### src/rtl/lops_pkg.sv
`default_nettype none
package lops_pkg;

  localparam int NAME_CAPACITY        = 64;
  localparam int PATH_CAPACITY        = 256;
  localparam int DEVICE_PATH_CAPACITY = 512;
  localparam int OPTION_MAX_BYTES     = 4096;

  localparam int BP_W = $clog2(OPTION_MAX_BYTES + 1);
  localparam int NC_W = $clog2(NAME_CAPACITY);
  localparam int LC_W = $clog2(PATH_CAPACITY);
  localparam int FB_LEN = (NAME_CAPACITY - 1 < 9) ? NAME_CAPACITY - 1 : 9;
  localparam int FB_W = 4;

  localparam logic [7:0] NODE_MEDIA   = 8'h04;
  localparam logic [7:0] SUB_FILEPATH = 8'h04;
  localparam logic [7:0] NODE_END     = 8'h7F;
  localparam logic [7:0] SUB_END_ALL  = 8'hFF;
  localparam logic [7:0] SUB_END_INST = 8'h01;
  localparam logic [15:0] CHAR_LOW    = 16'h0020;
  localparam logic [15:0] CHAR_HIGH   = 16'h007E;
  localparam logic [15:0] CHAR_QMARK  = 16'h003F;

  typedef enum logic [1:0] {
    PH_HEADER = 2'd0,
    PH_DESC   = 2'd1,
    PH_PATH   = 2'd2,
    PH_IDLE   = 2'd3
  } phase_e;

  typedef enum logic [1:0] {
    KIND_DESC   = 2'd0,
    KIND_LOADER = 2'd1,
    KIND_PATH   = 2'd2,
    KIND_STATUS = 2'd3
  } kind_e;

  typedef enum logic [2:0] {
    ST_OK        = 3'd0,
    ST_TOO_SHORT = 3'd1,
    ST_INACTIVE  = 3'd2,
    ST_BAD_SIZE  = 3'd3,
    ST_LOAD_ERR  = 3'd4
  } status_e;

  function automatic logic [15:0] hex_char(input logic [3:0] v);
    hex_char = (v < 4'd10) ? (16'h0030 + 16'(v)) : (16'h0037 + 16'(v));
  endfunction

  // Fallback name "BOOT xxxx", upper-case hex of the option number.
  function automatic logic [15:0] fb_char(input logic [FB_W-1:0] idx,
                                          input logic [15:0] num);
    logic [15:0] c;
    c = 16'h0000;
    unique case (idx)
      4'd0: c = 16'h0042;
      4'd1: c = 16'h004F;
      4'd2: c = 16'h004F;
      4'd3: c = 16'h0054;
      4'd4: c = 16'h0020;
      4'd5: c = hex_char(num[15:12]);
      4'd6: c = hex_char(num[11:8]);
      4'd7: c = hex_char(num[7:4]);
      4'd8: c = hex_char(num[3:0]);
      default: c = 16'h0000;
    endcase
    fb_char = c;
  endfunction

endpackage
`default_nettype wire

### src/rtl/load_option_stream_parser_unit.sv
`default_nettype none
// Load option stream parser. Takes one load option byte per transfer (last
// byte marked), checks the header, turns the UTF-16 description into
// printable ASCII ('?' for other codes, "BOOT xxxx" when empty), walks the
// device path node by node, and emits each device path byte up to the first
// path error, the first file-path node's characters, and finally one status
// result. Each byte is parsed combinationally into a result register holding
// up to the fallback name, one description or device path result, one loader
// char and the status. The result register drains one result per cycle while
// the output is not stalled, so a byte that yields at most one result
// sustains one byte per cycle; intake of the next byte stalls until the last
// result of the previous byte transfers.
module load_option_stream_parser_unit import lops_pkg::*; (
  input  wire logic        clk_i,
  input  wire logic        rst_ni,
  input  wire logic        in_valid_i,
  output logic             in_stall_o,
  input  wire logic [7:0]  data_byte_i,
  input  wire logic [15:0] boot_number_i,
  input  wire logic        last_byte_i,
  output logic             out_valid_o,
  input  wire logic        out_stall_i,
  output logic [1:0]       kind_o,
  output logic [15:0]      value_o,
  output logic [2:0]       status_o,
  output logic             done_res_o
);

  // Parser state
  logic [BP_W-1:0] bp_q, bp_d;
  phase_e          ph_q, ph_d;
  logic [7:0]      held_q, held_d;
  logic [15:0]     psize_q, psize_d;
  logic [NC_W-1:0] nc_q, nc_d;
  logic [15:0]     poff_q, poff_d;
  logic [31:0]     nf_q, nf_d;
  logic [15:0]     nrem_q, nrem_d;
  logic [LC_W-1:0] lc_q, lc_d;
  logic [2:0]      ferr_q, ferr_d;
  logic [15:0]     num_q, num_d;
  logic [15:0]     nstart_q, nstart_d;
  logic [1:0]      hdr_q, hdr_d;
  logic            term_q, term_d, perr_q, perr_d, endall_q, endall_d;
  logic            fnode_q, fnode_d, fterm_q, fterm_d, over_q, over_d;

  // Result register
  logic [FB_W-1:0] fb_left_q, fb_left_d;
  logic [15:0]     fb_num_q, fb_num_d;
  logic            a_vld_q, a_vld_d, l_vld_q, l_vld_d, s_vld_q, s_vld_d;
  kind_e           a_kind_q, a_kind_d;
  logic [15:0]     a_val_q, a_val_d, l_val_q, l_val_d;
  logic [2:0]      st_q, st_d;

  // Results of the byte being accepted
  logic            e_fb, e_a, e_l, e_s;
  kind_e           e_akind;
  logic [15:0]     e_aval, e_lval;
  logic [2:0]      e_st;

  logic            in_xfer, out_xfer, busy, final_piece;
  logic [4:0]      pieces;

  assign busy   = (fb_left_q != '0) | a_vld_q | l_vld_q | s_vld_q;
  assign pieces = 5'(fb_left_q) + 5'(a_vld_q) + 5'(l_vld_q) + 5'(s_vld_q);
  assign final_piece = (pieces == 5'd1);
  assign out_valid_o = busy;
  assign out_xfer    = out_valid_o & ~out_stall_i;
  assign in_stall_o  = busy & ~(out_xfer & final_piece);
  assign in_xfer     = in_valid_i & ~in_stall_o;

  // Present the oldest pending result: fallback name, then device path or
  // description result, then loader char, then status.
  always_comb begin
    kind_o     = KIND_STATUS;
    value_o    = '0;
    status_o   = st_q;
    done_res_o = 1'b1;
    if (fb_left_q != '0) begin
      kind_o     = KIND_DESC;
      value_o    = fb_char(FB_W'(FB_LEN) - fb_left_q, fb_num_q);
      status_o   = ST_OK;
      done_res_o = 1'b0;
    end else if (a_vld_q) begin
      kind_o     = a_kind_q;
      value_o    = a_val_q;
      status_o   = ST_OK;
      done_res_o = 1'b0;
    end else if (l_vld_q) begin
      kind_o     = KIND_LOADER;
      value_o    = l_val_q;
      status_o   = ST_OK;
      done_res_o = 1'b0;
    end
  end

  // Byte parser
  always_comb begin
    logic [7:0]  b;
    logic [15:0] ch, len;
    logic [7:0]  ntype, nsub;
    bp_d = bp_q; ph_d = ph_q; held_d = held_q; psize_d = psize_q;
    nc_d = nc_q; poff_d = poff_q; nf_d = nf_q; nrem_d = nrem_q;
    lc_d = lc_q; ferr_d = ferr_q; num_d = num_q; nstart_d = nstart_q;
    hdr_d = hdr_q; term_d = term_q; perr_d = perr_q; endall_d = endall_q;
    fnode_d = fnode_q; fterm_d = fterm_q; over_d = over_q;
    e_fb = 1'b0; e_a = 1'b0; e_l = 1'b0; e_s = 1'b0;
    e_akind = KIND_DESC; e_aval = '0; e_lval = '0; e_st = ST_OK;
    b = data_byte_i;
    ch = '0; len = '0; ntype = '0; nsub = '0;

    if (in_xfer) begin
      if (bp_q >= BP_W'(OPTION_MAX_BYTES)) begin
        over_d = 1'b1;
      end else begin
        bp_d = bp_q + 1'b1;
        unique case (ph_q)
          PH_HEADER: begin
            if (bp_q == '0) begin
              num_d = boot_number_i;
              if (!b[0]) ferr_d = ST_INACTIVE;
            end else if (bp_q == BP_W'(4)) begin
              psize_d = {8'h00, b};
            end else if (bp_q == BP_W'(5)) begin
              psize_d = {b, psize_q[7:0]};
              if (ferr_d == ST_OK && (psize_d < 16'd4 ||
                  psize_d > 16'(DEVICE_PATH_CAPACITY)))
                ferr_d = ST_BAD_SIZE;
              ph_d = (ferr_d != ST_OK) ? PH_IDLE : PH_DESC;
            end
          end
          PH_DESC: begin
            if (!bp_q[0]) begin
              held_d = b;
            end else begin
              ch = {b, held_q};
              if (ch == '0) begin
                term_d = 1'b1;
                if (nc_q == '0) e_fb = 1'b1;
                ph_d = PH_PATH;
                poff_d = '0; hdr_d = '0; nrem_d = '0;
              end else if (nc_q < NC_W'(NAME_CAPACITY - 1)) begin
                e_a = 1'b1;
                e_akind = KIND_DESC;
                e_aval = (ch >= CHAR_LOW && ch <= CHAR_HIGH) ? ch : CHAR_QMARK;
                nc_d = nc_q + 1'b1;
              end
            end
          end
          PH_PATH: begin
            if (!perr_q) begin
              e_a = 1'b1;
              e_akind = KIND_PATH;
              e_aval = {8'h00, b};
              if (hdr_q != '0 || nrem_q == '0) begin
                if (hdr_q == '0) begin
                  nstart_d = poff_q;
                  nf_d = '0;
                  if (psize_q - poff_q < 16'd4) perr_d = 1'b1;
                end
                if (!perr_d) begin
                  nf_d[8*hdr_q +: 8] = b;
                  hdr_d = hdr_q + 1'b1;
                  if (hdr_q == 2'd3) begin
                    // Node header complete: check it.
                    ntype = nf_d[7:0];
                    nsub  = nf_d[15:8];
                    len   = nf_d[31:16];
                    fnode_d = 1'b0;
                    fterm_d = 1'b0;
                    if (len < 16'd4 || len > psize_q - nstart_d) begin
                      perr_d = 1'b1;
                    end else if (ntype == NODE_MEDIA && nsub == SUB_FILEPATH &&
                                 lc_q == '0 && (len[0] || len == 16'd4)) begin
                      perr_d = 1'b1;
                    end else begin
                      if (ntype == NODE_MEDIA && nsub == SUB_FILEPATH && lc_q == '0)
                        fnode_d = 1'b1;
                      if (ntype == NODE_END && (len != 16'd4 ||
                          (nsub != SUB_END_ALL && nsub != SUB_END_INST))) begin
                        perr_d = 1'b1;
                      end else begin
                        if (ntype == NODE_END && nsub == SUB_END_ALL) begin
                          endall_d = 1'b1;
                          if (17'(nstart_d) + 17'd4 != 17'(psize_q)) perr_d = 1'b1;
                        end
                        if (!perr_d) nrem_d = len - 16'd4;
                      end
                    end
                  end
                end
              end else begin
                len = nf_q[31:16];
                nrem_d = nrem_q - 1'b1;
                if (fnode_q && !fterm_q) begin
                  if (len[0] == nrem_q[0]) begin
                    held_d = b;
                  end else begin
                    ch = {b, held_q};
                    if (ch == '0) begin
                      fterm_d = 1'b1;
                    end else if (lc_q < LC_W'(PATH_CAPACITY - 1)) begin
                      e_l = 1'b1;
                      e_lval = ch;
                      lc_d = lc_q + 1'b1;
                    end
                  end
                  if (nrem_d == '0 && !fterm_d) perr_d = 1'b1;
                end
              end
            end
            poff_d = poff_q + 1'b1;
            if (poff_d >= psize_q) ph_d = PH_IDLE;
          end
          PH_IDLE: begin
          end
          default: begin
          end
        endcase
      end

      if (last_byte_i) begin
        e_s = 1'b1;
        if (over_d)                        e_st = ST_BAD_SIZE;
        else if (bp_d < BP_W'(8))          e_st = ST_TOO_SHORT;
        else if (ferr_d != ST_OK)          e_st = ferr_d;
        else if (!term_d)                  e_st = ST_LOAD_ERR;
        else if (poff_d < psize_d)         e_st = ST_BAD_SIZE;
        else if (perr_d || !endall_d)      e_st = ST_LOAD_ERR;
        else                               e_st = ST_OK;
        // Drop all option state for the next option.
        bp_d = '0; ph_d = PH_HEADER; held_d = '0; psize_d = '0; nc_d = '0;
        poff_d = '0; nf_d = '0; nrem_d = '0; lc_d = '0; ferr_d = ST_OK;
        num_d = '0; nstart_d = '0; hdr_d = '0; term_d = 1'b0; perr_d = 1'b0;
        endall_d = 1'b0; fnode_d = 1'b0; fterm_d = 1'b0; over_d = 1'b0;
      end
    end
  end

  // Result register: load on intake, otherwise retire the presented piece.
  always_comb begin
    fb_left_d = fb_left_q; fb_num_d = fb_num_q;
    a_vld_d = a_vld_q; l_vld_d = l_vld_q; s_vld_d = s_vld_q;
    a_kind_d = a_kind_q; a_val_d = a_val_q; l_val_d = l_val_q; st_d = st_q;
    if (in_xfer) begin
      fb_left_d = e_fb ? FB_W'(FB_LEN) : '0;
      fb_num_d  = num_q;
      a_vld_d = e_a; a_kind_d = e_akind; a_val_d = e_aval;
      l_vld_d = e_l; l_val_d = e_lval;
      s_vld_d = e_s; st_d = e_st;
    end else if (out_xfer) begin
      if (fb_left_q != '0) fb_left_d = fb_left_q - 1'b1;
      else if (a_vld_q)    a_vld_d = 1'b0;
      else if (l_vld_q)    l_vld_d = 1'b0;
      else                 s_vld_d = 1'b0;
    end
  end

  always_ff @(posedge clk_i or negedge rst_ni) begin
    if (!rst_ni) begin
      bp_q <= '0; ph_q <= PH_HEADER; held_q <= '0; psize_q <= '0; nc_q <= '0;
      poff_q <= '0; nf_q <= '0; nrem_q <= '0; lc_q <= '0; ferr_q <= ST_OK;
      num_q <= '0; nstart_q <= '0; hdr_q <= '0; term_q <= 1'b0; perr_q <= 1'b0;
      endall_q <= 1'b0; fnode_q <= 1'b0; fterm_q <= 1'b0; over_q <= 1'b0;
      fb_left_q <= '0; a_vld_q <= 1'b0; l_vld_q <= 1'b0; s_vld_q <= 1'b0;
    end else begin
      bp_q <= bp_d; ph_q <= ph_d; held_q <= held_d; psize_q <= psize_d;
      nc_q <= nc_d; poff_q <= poff_d; nf_q <= nf_d; nrem_q <= nrem_d;
      lc_q <= lc_d; ferr_q <= ferr_d; num_q <= num_d; nstart_q <= nstart_d;
      hdr_q <= hdr_d; term_q <= term_d; perr_q <= perr_d; endall_q <= endall_d;
      fnode_q <= fnode_d; fterm_q <= fterm_d; over_q <= over_d;
      fb_left_q <= fb_left_d; a_vld_q <= a_vld_d; l_vld_q <= l_vld_d;
      s_vld_q <= s_vld_d;
    end
  end

  always_ff @(posedge clk_i) begin
    fb_num_q <= fb_num_d; a_kind_q <= a_kind_d; a_val_q <= a_val_d;
    l_val_q <= l_val_d; st_q <= st_d;
  end

  a_intake_frees: assert property (@(posedge clk_i) disable iff (!rst_ni)
    in_xfer && busy |-> out_xfer && final_piece)
    else $error("intake while results still pending");
  a_fb_bound: assert property (@(posedge clk_i) disable iff (!rst_ni)
    fb_left_q <= FB_W'(FB_LEN))
    else $error("fallback counter out of range");
  a_done_kind: assert property (@(posedge clk_i) disable iff (!rst_ni)
    out_valid_o |-> (done_res_o == (kind_o == KIND_STATUS)))
    else $error("done flag not on status result");
  a_clear_after_last: assert property (@(posedge clk_i) disable iff (!rst_ni)
    in_xfer && last_byte_i |=> bp_q == '0 && ph_q == PH_HEADER)
    else $error("option state not cleared after last byte");

endmodule
`default_nettype wire

### config.mk
export PLATFORM = sky130hd
export DESIGN_NAME = load_option_stream_parser_unit
export DESIGN_NICKNAME = d
export VERILOG_FILES = /design/src/rtl/lops_pkg.sv /design/src/rtl/load_option_stream_parser_unit.sv
export SDC_FILE = /design/constraint.sdc
export NUM_CORES = 1
export LEC_CHECK = 0
export ABC_CLOCK_PERIOD_IN_PS = 7400
export BUFFER_PORTS_ARGS = -buffer_cell sky130_fd_sc_hd__buf_2
export CAP_MARGIN = 20
export CORE_ASPECT_RATIO = 0.75
export CORE_MARGIN = 1
export CORE_UTILIZATION = 55
export CTS_BUF_LIST = sky130_fd_sc_hd__clkbuf_16
export CTS_CLUSTER_DIAMETER = 120
export DETAILED_ROUTE_END_ITERATION = 10
export PLACE_DENSITY = 0.73
export SLEW_MARGIN = 10
export SYNTH_ARGS = -nofsm -noshare
export SYNTH_HDL_FRONTEND = slang
export SYNTH_SLANG_ARGS = --single-unit
### constraint.sdc
create_clock -name clk_i -period 7.4 [get_ports clk_i]
set_input_delay 0.37 -clock clk_i [delete_from_list [all_inputs] [get_ports clk_i]]
set_output_delay 0.37 -clock clk_i [all_outputs]
set_load 0.02 [all_outputs]
[Word-level counts from Yosys, hierarchy flattened]
Cells that the tools add are included.
Storage, ports and cells
  flip-flop bits (word level): 220
  output and inout bits: 24
Cells by class
  add/subtract/negate cells: 24
  magnitude comparators: 17
  equal/unequal tests: 54
  shifts and indexed selects: 2
  mux-type cells: 259
  bitwise gates (word level): 14
  reductions and logical operators: 66
Operators by type and width (number)
  16-bit two-way mux: 46
  32-bit two-way mux: 12
  8-bit two-way mux: 17
  1-bit two-way mux: 114
  16-bit one-hot mux with 2 select lines: 3
  3-bit two-way mux: 22
  6-bit by 4-bit adder with 7-bit output, first input constant: 8
  7-bit one-hot mux with 8 select lines: 1
  16-bit zero test: 3
  16-bit by 3-bit less-than comparator with 1-bit output, second input constant: 3
  2-bit two-way mux: 22
  3-bit inequality test, second input constant: 14
  13-bit two-way mux: 3
  6-bit two-way mux: 6
  5-bit negator with 34-bit output: 1
  8-bit by 34-bit variable shift with 32-bit output, first input constant: 1
  8-bit by 34-bit indexed part select with 32-bit output: 1
  32-bit bitwise mux: 1
  16-bit subtractor: 2
  7-bit two-way mux: 4
  13-bit by 3-bit equality test with 1-bit output, second input constant: 2
  2-bit nonzero test: 13
  4-bit inequality test, second input constant: 6
  9-bit AND reduction: 2
  other kinds (72): 129

[Longest topological paths before layout]
  depth in word-level cells: 43
  mapped depth: 30
  gate-level depth less buffers: 23

[Least setup slack after synthesis]
OpenSTA, ideal clock, no wires.
  path kind: flip-flop to flip-flop
  start point: register hdr_q[0]
  end point: register nrem_q[0]
  arrival: 6258 ps
  data required time: 7266 ps
  setup slack: 1009 ps
  stages on the path, launching flop included: 31
  period minus slack after synthesis: 6391 ps
  cells stage by stage: dfrtp_1 > clkbuf_1 > inv_1 > ha_1 > buf_6 > buf_6 > buf_4 > buf_2 > buf_1 > mux2i_1 > ha_1 > nor2b_1 > o21ai_0 > a211o_1 > and4_1 > o31ai_1 > o41ai_1 > o2111ai_1 > a21oi_1 > xnor2_1 > ha_1 > a211o_1 > nor3_1 > a21oi_1 > a211o_1 > o21ai_0 > o211a_1 > nand4_2 > buf_4 > a21oi_2 > o22ai_1
Between the ends
  cells in the longest elaborated chain, start to end: 23
RTL lines
  start: declaration: line load_option_stream_parser_unit.sv:42  | logic [1:0] hdr_q, hdr_d;
  start signal: assignment: line load_option_stream_parser_unit.sv:269  | hdr_q <= hdr_d; term_q <= term_d; perr_q <= perr_d; endall_q <= endall_d;
  2-bit zero test: line load_option_stream_parser_unit.sv:155  | if (hdr_q == '0) begin
  16-bit two-way mux or 32-bit two-way mux (tied branches): line load_option_stream_parser_unit.sv:155
  16-bit two-way mux or 32-bit two-way mux (tied branches): line load_option_stream_parser_unit.sv:154  | if (hdr_q != '0 || nrem_q == '0) begin
  16-bit two-way mux or 32-bit two-way mux (tied branches): line load_option_stream_parser_unit.sv:150  | if (!perr_q) begin
  16-bit two-way mux or 32-bit two-way mux (tied branches): line load_option_stream_parser_unit.sv:116  | unique case (ph_q)
  16-bit two-way mux or 32-bit two-way mux (tied branches): line load_option_stream_parser_unit.sv:112  | if (bp_q >= BP_W'(OPTION_MAX_BYTES)) begin
  16-bit two-way mux or 32-bit two-way mux (tied branches): line load_option_stream_parser_unit.sv:111  | if (in_xfer) begin
  16-bit by 3-bit adder with 17-bit output or 32-bit bitwise mux (tied branches): line load_option_stream_parser_unit.sv:184, load_option_stream_parser_unit.sv:161
  (+7 left out)
  1-bit two-way mux: line load_option_stream_parser_unit.sv:160  | if (!perr_d) begin
  1-bit two-way mux: line load_option_stream_parser_unit.sv:154
  1-bit two-way mux: line load_option_stream_parser_unit.sv:150
  1-bit two-way mux: line load_option_stream_parser_unit.sv:116
  1-bit two-way mux: line load_option_stream_parser_unit.sv:112
  1-bit two-way mux: line load_option_stream_parser_unit.sv:111
  4-bit inequality test (no source line)
  12-bit AND reduction (no source line)
  end signal: assignment: line load_option_stream_parser_unit.sv:267  | nc_q <= nc_d; poff_q <= poff_d; nf_q <= nf_d; nrem_q <= nrem_d;
  end: declaration: line load_option_stream_parser_unit.sv:37  | logic [15:0] nrem_q, nrem_d;
Several ways; a longest one is shown, not always the timed one. The select of a mux whose other input is x is not followed.
A chain may end at the register's enable or synchronous reset.

[Worst setup path in the final report]
  start point: register hdr_q[1]
  end point: register nrem_q[0]
The elaborated chain is that of the path after synthesis.

==> impl_results.md <==
* Required @ worst endpoint at 7800 ps
* Internal power at 3.34 mW
* Drt drc at 0
* Placed cell area at 0.0165 sq mm
* Synth Area in XOR/XNOR at 4.60%
* Post-synthesis mux area share at 2.50%
* Final WL at 47200 um
* CTS H-tree depth at 1
* Synth async-reset ratio at 76.3%
* Global-route wire length before repair at 74400 um
* Sequential power share at 29.8%
* Worst Tran Pin Value at 1140 ps
* DP HPWL at 33700 um
* Logic pwr share at 50.4%
* CTS tree: built
* # hold bufs at CTS at 1
* Worst setup margin at 790 ps
* Initial DRC count at 1589
* Avg Inst Size Synth at 8.79 sq um
* P&R area growth vs syn at 8.08%
* Crit path kind: flop to flop
* Largest net degree at the start of global routing at 64
* Compound-cell area share of the yosys netlist at 23.0%
* HP Class: input pin to flop
* CP Data Arrival Time at 7010 ps
* Top_reg_cell synth: dfrtp_1
* Period minus WS final at 6610 ps
* Largest family of logic cells by synthesized area: compound AO/OA/AOI/OAI gates
* # IOs at 53
* CTS buffer count at 25
* Reg clk slew, reported paths at 60 ps
* RSZ-0062 raised after global routing: false
* Fin nets at 1965
* CP Max Fanout at 24
* Vias in the first global route at 13341
* I/O Buffers at 52
* Postcts setup bufs at 0
* Share of cells above drive strength 1 at 8.58%
* Final setup fails at 0
* Maximum clock rate at 0.151 GHz
* Clock buffer depth at 3
* First-pass detailed-route iteration total at 6
* Worst skew pair latency at 540 ps
* Initial Utilization at 56.5%
* Post-synthesis adder-cell area fraction at 9.05%
* Simple-gate area share of the yosys netlist at 20.1%
* CTS root buf: clkbuf_16
* Pwr/cell area at 346 mW/mm^2
* Switch Pwr at 2.64 mW
* Yosys reg bits at 219
* GRT overflow at 0
* Synth unique cells at 96
* Slew headroom at 22.8%
* Synth Instances at 1819
* Clk network pwr share at 19.8%
* Antenna viol nets, final at 0
* Routed wire per std cell at 21.2 um
* Rows at 53
* GR Util All Layers at 32.0%
* Via count at 14488
* # diodes at 0
* Fin. Hold Viols at 0
* Post-Synthesis Cell Area at 0.0160 sq mm
* Ys Warns at 0
* Initial antenna violation count at 0
* Core Area at 0.0283 sq mm
* DR vias/cell at 6.51
* Maximum VDD drop at 0.272 mV
* Die Y at 150 um
* Sw frac at 44.1%
* Post_cts resized at 0
* Sequential fraction of the synthesis area at 35.9%
* CTS sink cnt at 219
* Final TNS setup at 0 ps
* Crit share post-route at 89.3%
* Status: finished, final reports clean
* Crit. End Element: flop
* Post-place setup slack at 901 ps
* Fillers at 2467
* Max cap viols at 0
* Most frequent cells in the layout: nand2_1 (167), dfrtp_1 (167), o21ai_0 (143)
* Die ar. at 0.0298 sq mm
* Leakage Power at 7.38 nW
* CP Launch Type: flop
* Die Span X at 199 um
* Routability cong. at 0.973
* Number of flops mapped to enable cells by yosys at 52
* Post-route cell area at 0.0173 sq mm
* Count of pins over their slew limit at 0
* Clk_skew at 13.3 ps
Yosys cell counts, types with 7 or more instances:
cell | n | area (sq um)
a211o_1 | 7 | 61.3
a211oi_1 | 14 | 105
a21o_1 | 24 | 180
a21oi_1 | 96 | 480
a22o_1 | 61 | 534
a22oi_1 | 22 | 165
a31oi_1 | 18 | 113
and2_1 | 28 | 175
and3_1 | 14 | 87.6
buf_2 | 14 | 70.1
clkbuf_1 | 78 | 293
dfrtp_1 | 167 | 4180
edfxtp_1 | 52 | 1560
ha_1 | 110 | 1380
inv_1 | 89 | 334
mux2_2 | 7 | 78.8
mux2i_1 | 32 | 320
nand2_1 | 167 | 627
nand2b_1 | 33 | 206
nand3_1 | 50 | 250
nand4_1 | 29 | 181
nand4b_1 | 22 | 193
nor2_1 | 122 | 458
nor2b_1 | 25 | 156
nor3_1 | 40 | 200
nor4_1 | 14 | 87.6
o211ai_1 | 10 | 75.1
o21a_1 | 19 | 143
o21ai_0 | 145 | 726
o22ai_1 | 29 | 181
o31ai_1 | 9 | 67.6
or2_2 | 14 | 87.6
or3_1 | 20 | 125
or4_1 | 10 | 75.1
xnor2_1 | 59 | 517
xor2_1 | 25 | 219
critical path: stages (launching register included):
cell	delay (ps)
dfrtp_1	430
inv_1	130
ha_2	230
buf_4	310
mux2_2	390
ha_1	230
nor2b_1	150
o21ai_0	170
a211o_1	350
and4_1	220
o31ai_1	350
o41ai_1	170
o2111ai_1	210
a21oi_1	120
xnor2_1	140
ha_1	330
a211o_1	330
nor3_1	170
a21oi_1	120
a211o_1	280
o21ai_0	240
o211a_1	260
nand4_2	400
a21oi_2	610
o22ai_1	140
cells by family (layout without fill, tap and decap cells):
logic type | Yosys count | after routing
buffers and inverters | 192 | 207
other | 1 | 8
XOR/XNOR | 84 | 84
adder cells (fa/ha/maj) | 114 | 114
AO/OA/AOI/OAI | 548 | 548
flip-flops | 219 | 219
multiplexers | 39 | 39
AND/OR/NAND/NOR | 622 | 622
through the flow:
step | power (mW) | std cells | hold WS [ps] | util [%]
after floorplan | 3.97 | 1826 | 74.4 | -
after global routing | 6.42 | 2226 | 38.1 | 61.0
after detailed placement | 4.72 | 2180 | 401 | 58.2
after CTS | 5.93 | 2226 | 29.9 | 61.0
final | 5.98 | 2226 | 47.5 | 61.0
after global placement | 4.62 | 2179 | 392 | 58.2
cell type report:
cell class,count,area (sq um),area share [%]
Clock buffer,25,626,3.62
Clock inverter,20,141,0.818
Inverter,91,343,1.98
Multi-Input combinational cell,1415,9540,55.2
Sequential cell,219,5740,33.2
Tap cell,385,482,2.79
Timing Repair Buffer,71,412,2.38
registers in the layout (all words and copies together) (netlist names), 2 cells and up:
name and flops:
nrem_q 16, poff_q 16, psize_q 16, fb_num_q 16, st_q 3, hdr_q 2, a_val_q 16, ph_q 2
nc_q 6, held_q 8, nstart_q 16, fb_left_q 4, num_q 16, lc_q 8, nf_q 32, l_val_q 16
ferr_q 3, bp_q 13
power by group through the flow:
stage,logic (mW),clock network [mW],registers (mW)
after floorplan,2.33,0,1.63
after global placement,2.85,0,1.77
after detailed placement,2.94,0,1.78
after CTS,2.96,1.20,1.77
after global routing,3.36,1.26,1.81
final,3.02,1.18,1.78
path summary, 6_finish.rpt:
check	from	to	slack, ps	cells after the start
worst min register to register	num_q[2]$_DFFE_PN0P_	fb_num_q[2]$_DFFE_PP_	450	0
worst max-delay path	hdr_q[1]$_DFFE_PN0P_	nrem_q[0]$_DFFE_PN0P_	790	24
worst min-delay path	boot_number_i[14]	num_q[14]$_DFFE_PN0P_	50	2
max in group asynchronous	rst_ni	num_q[2]$_DFFE_PN0P_	5140	4
min in group asynchronous	rst_ni	nrem_q[11]$_DFFE_PN0P_	390	2
worst max register to register	hdr_q[1]$_DFFE_PN0P_	nrem_q[0]$_DFFE_PN0P_	790	24
per-layer routing:
metal / vias to the layer above / part of all wire [%] / global-route usage (%)
met3: 96 / 10 / 7.48
li1: 6720 / - / -
met2: 692 / 41 / 45.1
met4: 0 / 3.3 / 9.73
met5: - / 0 / 0
met1: 6980 / 46 / 48.1
Note: power is estimated with default switching activity, not from simulation.
